[config.mk]
export PLATFORM = sky130hd
export DESIGN_NAME = ttcw_ctrl
export DESIGN_NICKNAME = d
export VERILOG_FILES = /design/src/hw/rtl/ttcw_pkg.sv /design/src/hw/rtl/ttcw_ctrl.sv
export SDC_FILE = /design/constraint.sdc
export NUM_CORES = 1
export LEC_CHECK = 0
export BUFFER_PORTS_ARGS = -buffer_cell sky130_fd_sc_hd__buf_2
export CAP_MARGIN = 20
export CORE_ASPECT_RATIO = 1.75
export CORE_MARGIN = 2
export CORE_UTILIZATION = 35
export CTS_CLUSTER_DIAMETER = 80
export DETAILED_ROUTE_END_ITERATION = 8
export HOLD_SLACK_MARGIN = 0.15
export PLACE_DENSITY = 0.57
export SLEW_MARGIN = 5
export SYNTH_ARGS = -nofsm -noshare
export SYNTH_HDL_FRONTEND = slang
export SYNTH_SLANG_ARGS = --single-unit
[constraint.sdc]
create_clock -name aclk -period 5.2 [get_ports aclk]
set_input_delay 0.52 -clock aclk [delete_from_list [all_inputs] [get_ports aclk]]
set_output_delay 0.52 -clock aclk [all_outputs]
set_load 0.05 [all_outputs]
[src/hw/rtl/ttcw_pkg.sv]
package ttcw_pkg;

    localparam int MAX_COLS    = 128;
    localparam int MAX_ROWS    = 64;
    localparam int HIST_LINES  = 1024;
    localparam int TAB_SPACING = 8;

    localparam int COL_W      = $clog2(MAX_COLS);
    localparam int ROW_W      = $clog2(MAX_ROWS);
    localparam int HIST_W     = $clog2(HIST_LINES);
    localparam int CELL_AW    = ROW_W + COL_W;
    localparam int HIST_AW    = HIST_W + COL_W;
    localparam int CELL_DEPTH = MAX_ROWS * MAX_COLS;
    localparam int HIST_DEPTH = HIST_LINES * MAX_COLS;
    localparam int CNT_W      = CELL_AW + 1;

    localparam int CODE_W = 21;
    localparam int ATTR_W = 16;
    localparam int CELL_W = CODE_W + ATTR_W;

    localparam logic [CODE_W-1:0] SPACE_CODE = 21'd32;
    localparam logic [CODE_W-1:0] CH_LF      = 21'd10;
    localparam logic [CODE_W-1:0] CH_CR      = 21'd13;
    localparam logic [CODE_W-1:0] CH_TAB     = 21'd9;
    localparam logic [CODE_W-1:0] CH_BS      = 21'd8;
    localparam logic [CELL_W-1:0] SPACE_CELL = {16'h0000, SPACE_CODE};

    typedef logic [2:0] cmd_t;
    localparam cmd_t CMD_GLYPH      = 3'd0;
    localparam cmd_t CMD_SET_CURSOR = 3'd1;
    localparam cmd_t CMD_SET_TAB    = 3'd2;
    localparam cmd_t CMD_CLEAR_TAB  = 3'd3;
    localparam cmd_t CMD_CLEAR_TABS = 3'd4;
    localparam cmd_t CMD_READ_CELL  = 3'd5;

    typedef logic [2:0] cfg_idx_t;
    localparam cfg_idx_t CFG_COLS       = 3'd0;
    localparam cfg_idx_t CFG_ROWS       = 3'd1;
    localparam cfg_idx_t CFG_REGION_EN  = 3'd2;
    localparam cfg_idx_t CFG_REGION_TOP = 3'd3;
    localparam cfg_idx_t CFG_REGION_BOT = 3'd4;

    typedef enum logic [1:0] {
        RD_NONE = 2'd0,
        RD_CELL = 2'd1,
        RD_HIST = 2'd2
    } rd_src_t;

    typedef struct packed {
        logic load;
        logic exec;
        logic init_step;
        logic tab_step;
        logic push_step;
        logic shift_step;
        logic clear_step;
        logic tclr_step;
        logic rd_cap;
        logic emit;
    } ctrl_cmd_t;

    typedef struct packed {
        logic init_last;
        logic go_tab;
        logic go_scroll;
        logic go_tclr;
        logic go_read;
        logic scroll_push;
        logic scroll_shift;
        logic tab_done;
        logic cnt_cols;
        logic cnt_last_col;
        logic shift_end;
    } dp_status_t;

    function automatic logic [MAX_COLS-1:0] tab_init_f();
        logic [MAX_COLS-1:0] v;
        v = '0;
        for (int c = TAB_SPACING; c < MAX_COLS; c += TAB_SPACING) begin
            v[c] = 1'b1;
        end
        return v;
    endfunction

    localparam logic [MAX_COLS-1:0] TAB_INIT = tab_init_f();

    function automatic logic [7:0] clamp_cols(input logic [7:0] v);
        logic [7:0] r;
        r = v;
        if (v == 8'd0) begin
            r = 8'd1;
        end else if (v > 8'(MAX_COLS)) begin
            r = 8'(MAX_COLS);
        end
        return r;
    endfunction

    function automatic logic [6:0] clamp_rows(input logic [6:0] v);
        logic [6:0] r;
        r = v;
        if (v == 7'd0) begin
            r = 7'd1;
        end else if (v > 7'(MAX_ROWS)) begin
            r = 7'(MAX_ROWS);
        end
        return r;
    endfunction

endpackage

[src/hw/rtl/ttcw_ctrl.sv]
module ttcw_ctrl (
    input  logic                   aclk,
    input  logic                   aresetn,
    input  logic                   s_tvalid,
    output logic                   s_tready,
    output logic                   m_tvalid,
    input  logic                   m_tready,
    input  ttcw_pkg::dp_status_t   sts,
    output ttcw_pkg::ctrl_cmd_t    cmd
);

    typedef enum logic [9:0] {
        S_INIT  = 10'b00_0000_0001,
        S_IDLE  = 10'b00_0000_0010,
        S_EXEC  = 10'b00_0000_0100,
        S_TAB   = 10'b00_0000_1000,
        S_PUSH  = 10'b00_0001_0000,
        S_SHIFT = 10'b00_0010_0000,
        S_CLEAR = 10'b00_0100_0000,
        S_TCLR  = 10'b00_1000_0000,
        S_RD    = 10'b01_0000_0000,
        S_DONE  = 10'b10_0000_0000
    } state_t;

    state_t state_reg, state_next;
    logic   m_valid_reg, m_valid_next;

    always_comb begin
        state_next = state_reg;
        cmd        = '0;
        case (state_reg)
            S_INIT: begin
                cmd.init_step = 1'b1;
                if (sts.init_last) state_next = S_IDLE;
            end
            S_IDLE: begin
                if (s_tvalid) begin
                    cmd.load   = 1'b1;
                    state_next = S_EXEC;
                end
            end
            S_EXEC: begin
                cmd.exec = 1'b1;
                if (sts.go_tab) begin
                    state_next = S_TAB;
                end else if (sts.go_scroll) begin
                    if (sts.scroll_push)       state_next = S_PUSH;
                    else if (sts.scroll_shift) state_next = S_SHIFT;
                    else                       state_next = S_CLEAR;
                end else if (sts.go_tclr) begin
                    state_next = S_TCLR;
                end else if (sts.go_read) begin
                    state_next = S_RD;
                end else begin
                    state_next = S_DONE;
                end
            end
            S_TAB: begin
                cmd.tab_step = 1'b1;
                if (sts.tab_done) state_next = S_DONE;
            end
            S_PUSH: begin
                cmd.push_step = 1'b1;
                if (sts.cnt_cols) state_next = sts.scroll_shift ? S_SHIFT : S_CLEAR;
            end
            S_SHIFT: begin
                cmd.shift_step = 1'b1;
                if (sts.shift_end) state_next = S_CLEAR;
            end
            S_CLEAR: begin
                cmd.clear_step = 1'b1;
                if (sts.cnt_last_col) state_next = S_DONE;
            end
            S_TCLR: begin
                cmd.tclr_step = 1'b1;
                if (sts.cnt_last_col) state_next = S_DONE;
            end
            S_RD: begin
                cmd.rd_cap = 1'b1;
                state_next = S_DONE;
            end
            S_DONE: begin
                if (!m_valid_reg || m_tready) begin
                    cmd.emit   = 1'b1;
                    state_next = S_IDLE;
                end
            end
            default: state_next = S_INIT;
        endcase
    end

    always_comb begin
        m_valid_next = m_valid_reg;
        if (cmd.emit) begin
            m_valid_next = 1'b1;
        end else if (m_tready) begin
            m_valid_next = 1'b0;
        end
    end

    always_ff @(posedge aclk) begin
        if (!aresetn) begin
            state_reg   <= S_INIT;
            m_valid_reg <= 1'b0;
        end else begin
            state_reg   <= state_next;
            m_valid_reg <= m_valid_next;
        end
    end

    assign s_tready = (state_reg == S_IDLE);
    assign m_tvalid = m_valid_reg;

`ifndef SYNTHESIS
    a_accept_exec: assert property (@(posedge aclk) disable iff (!aresetn)
        (s_tvalid && s_tready) |=> (state_reg == S_EXEC))
        else $error("accepted transaction did not enter execute");

    a_shift_hold: assert property (@(posedge aclk) disable iff (!aresetn)
        (state_reg == S_SHIFT && !sts.shift_end) |=> (state_reg == S_SHIFT))
        else $error("row shift left early");

    a_done_wait: assert property (@(posedge aclk) disable iff (!aresetn)
        (state_reg == S_DONE && m_valid_reg && !m_tready) |=>
        (state_reg == S_DONE && m_valid_reg))
        else $error("result overwrote a pending transaction");
`endif

endmodule

==> metrics.txt, run 1 <==
Worst EP arrival=2040 ps; first-pass detailed-route iteration total=4; f_max=390.9 MHz; Most used DFF post-synth=dfxtp_1; Final Max Slew Viols=0; ys async rst share=0%; CP Capture Type=primary output; post-synthesis simple-gate area fraction=roughly 47%; Ant. Diodes=0; Worst-Margin Slew=between 400 and 500 ps; vias=around 900; crit path kind=register to primary output; max reg flops=10; maxcap violations=0; GRT overflow=0; Final nets=between 100 and 150; post_cts resized=0; largest family of logic cells by synthesized area=simple AND/OR/NAND/NOR gates; Syn Inst Count=113; clk buf depth=2; share of cells above drive strength 1=approximately 27%; post-synth top area cell=dfxtp_1; number of synthesized flops with an enable pin=0; pwr/cell area=roughly 360 mW/mm2; synthesis warning total=0; Slew Limit Headroom=about two thirds; H-tree depth=1; Die ar.=0.003000 mm2; Initial Util=roughly 36%; number of remaining DRC errors=0; VDD IR-drop max=0.0001699 V; Worst-path clk slew=roughly 50 ps; Clock Skew=~2.1 ps; count of cell types in the netlist=42; WL/cell=between 10 and 15 um; area share of the largest cell type after synthesis=24.55%; Final Hold Vio Count=0; Setup-failing EPs final=0; Iter 0 DRT Violations=29; Routed Antenna Nets=0; # clock sinks=11; Worst Setup Start Kind=register; Synth Area per Inst=7.939 um2; initial antenna violation count=0; post-synthesis xor/xnor area fraction=~4%; post-route insts no fill=roughly 160; Pleak=about 0.00048 uW; unrepaired setup endpoints after global routing=false; num rows=24; Ports=27; Synth Area in Compound Gates=a little over an eighth; min Tclk post-route=2558 ps; Net Count, Synth=about 130; Num CTS Buffers=3; synthesized area=between 800 and 900 um2; CP max FO=15; GRT Overall Usage=15.42%; routability-driven placement congestion ratio=between 0.8 and 0.9; final WL=about 2.2 mm; Post-CTS Setup Bufs=0; Via density=between 5 and 6; Root Driver=clkbuf_8; core area=around 0.0025 mm2; Post-Synth Adder-Cell Area=0%; worst endpoint required time=~4700 ps; outcome=complete, no violations; mux share of post-synthesis cell area=approximately 2.2%; hold_buf cts=0; dominant cell by count in the synthesized netlist=dfxtp_1; number of global-route vias before repair=just over 800; setup_tns=0 ps; first-pass GRT wire length=roughly 3.5 mm; placed insts=about 160; Clock Latency Late Sink=between 200 and 250 ps; Die W=42.27 um; synth cell count leaders=dfxtp_1, nor2_1, nand2_1, nand2b_1; HPWL after detailed placement=1.730 mm; Filler Cell Count=around 260; fin crit share=between 40% and 50%; min-delay worst type=input pin to register; #FFs+latches synth=11; Die Y=a little over 70 um; sequential fraction of the synthesis area=around 25%; CTS tree=yes; Area Growth Syn to Fin=16.18%; pin count of the biggest net entering global routing=16; leading post-synthesis cells by cell area=dfxtp_1, nand2b_1, nor4b_1, nor2_1, nor2b_1; IO buf count=26
-- logic make-up (layout without fill, tap and decap cells) --
| family | after synthesis | in the layout |
|---|---|---|
| simple gates | 64 | 64 |
| compound gates | 17 | 17 |
| buf+inv | 15 | 35 |
| flops | 11 | 11 |
| xor+xnor | 4 | 4 |
| mux | 2 | 2 |
-- through the flow --
stage                     power (uW)  setup slack, ps  util, %  instance area [um2]  hold WS [ps]
after floorplan                263.4             2221        -                897.1         540.6
after global placement         288.8             2942    40.50                997.2         473.0
after detailed placement       292.4             2906    40.50                997.2         499.1
after CTS                      381.1             2645    42.33                 1042         466.8
after global routing           403.7             2571    42.33                 1042         487.2
final                          378.9             2642    42.33                 1042         467.0
-- placed cells by master (no fill, tap or decap), drive strengths merged --
| master | instances |
|---|---|
| o2111ai | 1 |
| clkbuf | 4 |
| inv | 5 |
| and2 | 2 |
| buf | 26 |
| o211ai | 2 |
| nor4 | 5 |
| and4bb | 1 |
| nor2b | 5 |
| or2b | 1 |
| nand4b | 3 |
| o31ai | 1 |
| o21a | 2 |
| and3 | 3 |
| a21boi | 4 |
| o32a | 1 |
| nand4 | 1 |
| nor4b | 4 |
| o21ai | 4 |
| or3 | 2 |
| nor3b | 3 |
| xor2 | 3 |
| or2 | 1 |
| xnor2 | 1 |
| nor2 | 9 |
| nand2 | 9 |
| or4 | 4 |
| nand2b | 6 |
| mux2i | 2 |
| o31a | 1 |
| o22ai | 1 |
| nor3 | 4 |
| and3b | 1 |
| dfxtp | 11 |
-- path summary, 6_finish.rpt --
kind,from,endpoint,slack (ps),depth (start not counted)
max,state_reg[1],cmd[3],2640,4
min,sts[7],state_reg[8],470,2
max reg2reg,state_reg[1],state_reg[5],3060,6
min reg2reg,m_tvalid,m_tvalid,500,2
-- metal layers --
layer | GRT usage (%) | wire length [um] | part of all wire (%)
met5 | 0 | 0 | 0
met4 | 8.333 | 50 | 2.2
met3 | 1.786 | 90 | 4.0
met2 | 28.89 | 1203 | 54
met1 | 15.99 | 886 | 40
-- worst max-delay path: stages, from the launching register on --
cell     delay [ps]
dfxtp_1         450
or4_1           560
or2_2           340
nor3b_1         160
buf_2           290
-- where the power goes --
part	leakage [uW]	switching, uW	internal, uW	total (uW)
sequential	0.0000892	27.9	93.7	122
clock	0.0000228	33.1	53.9	87.0
combinational	0.000369	101	68.7	170
-- final cells by class --
type                       count  area (um2)  share of cell area, %
multi-input combinational     87       595.6                  57.14
sequential                    11       220.2                  21.13
timing repair buffer          26       130.1                  12.49
clock buffer                   4       45.04                  4.322
tap                           26       32.53                  3.121
inverter                       5       18.77                  1.801
(Power assumes the default switching activity.)
==> run 2, diff against run 1 <==
- clock period: 5.2 -> 2.5 ns (I/O delays scaled with it)
==> run 2 against run 1 <==
  * Setup slack worse by 2400 ps
  * Sequential cell count stayed put
  * Die area unchanged
  * Non-clock buffer count rose by 1
  * Clock skew shrank 1.6 ps
  * Worst hold slack worse by 260 ps
  * Final cell count rose by 0.63%
  * Global-route usage rose by 0.65 points
  * Via count grew 0.89%
  * Power is 110% higher
  * Core utilization increased by 0.97 points
  * Critical endpoint unchanged
  * Largest cell class unchanged
==> metrics.txt, run 2 (synthesis gave the netlist of run 1 again) <==
Final nets=150; unrepaired setup endpoints after global routing=false; post_cts resized=0; CP max FO=15; critical path capture point=cmd[3]; Finished Cell Area=roughly 0.0011 mm2; worst r2r dst=state_reg[5]; clk buf depth=2; Slew Limit Headroom=between 60% and 70%; min Tclk post-route=around 2300 ps; Die ar.=around 0.0030 mm2; Clock Latency Late Sink=about 240 ps; Final Max Slew Viols=0; f_max=between 400 and 500 MHz; min-delay worst type=input pin to register; WL/cell=around 14 um; Clock Skew=0.5645 ps; GRT overflow=0; Iter 0 DRT Violations=24; crit path kind=register to primary output; VDD IR-drop max=0.0004277 V; routability-driven placement congestion ratio=0.7966; pin count of the biggest net entering global routing=16; CTS tree=yes; Final Hold Vio Count=0; Via density=5.650; area of the multi-input gates=between 600 and 700 um2; Num CTS Buffers=3; Hold Slack=roughly 210 ps; vias=904; share of cells above drive strength 1=29.85%; hold_buf cts=0; Worst R2R Path Depth=6; post-route insts no fill=160; Placed Area=slightly above 0.001 mm2; Area Growth Syn to Fin=18.83%; final WL=about 2.2 mm; first-pass detailed-route iteration total=4; IO buf count=26; reg2reg setup slack=a little under 400 ps; worst endpoint required time=2250 ps; Ports=27; Initial Util=36.43%; Worst-Margin Slew=around 480 ps; placed insts=between 150 and 200; number of global-route vias before repair=870; max reg flops=10; Worst-path clk slew=about 50 ps; setup_tns=0 ps; Root Driver=clkbuf_8; number of remaining DRC errors=0; crit path cell chain=or4_1 -> or2_2 -> nor3b_2 -> buf_2; Ant. Diodes=0; HPWL after detailed placement=1.787 mm; Die W=between 40 and 50 um; Post-CTS Setup Bufs=0; Worst Setup Start Kind=register; CP Capture Type=primary output; slowest stage cell, crit path=or4_1; initial antenna violation count=0; most frequent cells in the layout=buf_2, dfxtp_1, nor2_1; num rows=24; reg2reg start=state_reg[4]; CP startpoint=state_reg[1]; first-pass GRT wire length=around 3.7 mm; Reg area=roughly 220 um2; H-tree depth=1; core area=roughly 0.0025 mm2; most common cell after layout, fill and taps aside=buf_2; outcome=complete, no violations; GRT Overall Usage=16.07%; Worst EP arrival=2030 ps; maxcap violations=0; Pleak=between 0.0004 and 0.0005 uW; Setup-failing EPs final=0; Filler Cell Count=between 200 and 300; max incr delay on CP=between 500 and 600 ps; Routed Antenna Nets=0; fin crit share=around nine tenths; # clock sinks=11; pwr/cell area=758.5 mW/mm2; Die Y=approximately 70 um
[run 2: cell count changes in the layout (fill, tap and decap cells not counted)]
| cell | delta |
|---|---|
| buf_4 | +1 |
| nor3b_1 | -1 |
| nor3_1 | -1 |
| nor3_2 | +1 |
| nor4_2 | +1 |
| nor4_1 | -1 |
| nor3b_2 | +1 |
[run 2: metrics by stage]
stage	utilization, %	total power (uW)	setup WS (ps)
4_1_cts	43.29	821.4	200.5
3_5_place_dp	41.46	634.4	389.0
3_3_place_gp	41.46	630.6	433.7
6_report	43.29	808.5	222.3
5_1_grt	43.29	869.8	120.2
2_1_floorplan	-	558.6	268.2
[run 2: report_power, final]
part           switching (uW)  total [uW]  internal [uW]
combinational             216         373            158
clock                    69.0         181            112
sequential               59.3         254            195
total                     344         809            465
[run 2: worst min-delay path by stage]
stage          startpoint      endpoint  cells past startpoint
2_1_floorplan      sts[7]  state_reg[8]                      1
3_3_place_gp       sts[7]  state_reg[8]                      2
3_5_place_dp       sts[7]  state_reg[8]                      2
4_1_cts            sts[7]  state_reg[8]                      2
5_1_grt            sts[7]  state_reg[8]                      2
6_report           sts[7]  state_reg[8]                      2
[run 2: final cells by class]
type,instances,share of cell area (%)
repair buffers,27,12.91
clock buffers,4,4.225
well taps,26,3.052
multi-input cells,87,57.39
flip-flops and latches,11,20.66
inverters,5,1.761
[run 2: layer usage]
| layer | track usage, % | part of all wire [%] | up-vias |
|---|---|---|---|
| li1 | - | - | 448 |
| met1 | 15.46 | 39 | 422 |
| met2 | 29.91 | 54 | 27 |
| met3 | 2.806 | 4.1 | 7 |
| met4 | 10.42 | 3.1 | 0 |
| met5 | 0 | 0 | - |
[run 2: worst max-delay path: cells and delay by family, from the launching register on]
kind | cells | cell delay (ps)
buffers and inverters | 1 | 270
AND/OR/NAND/NOR | 3 | 1070
flip-flops | 1 | 450
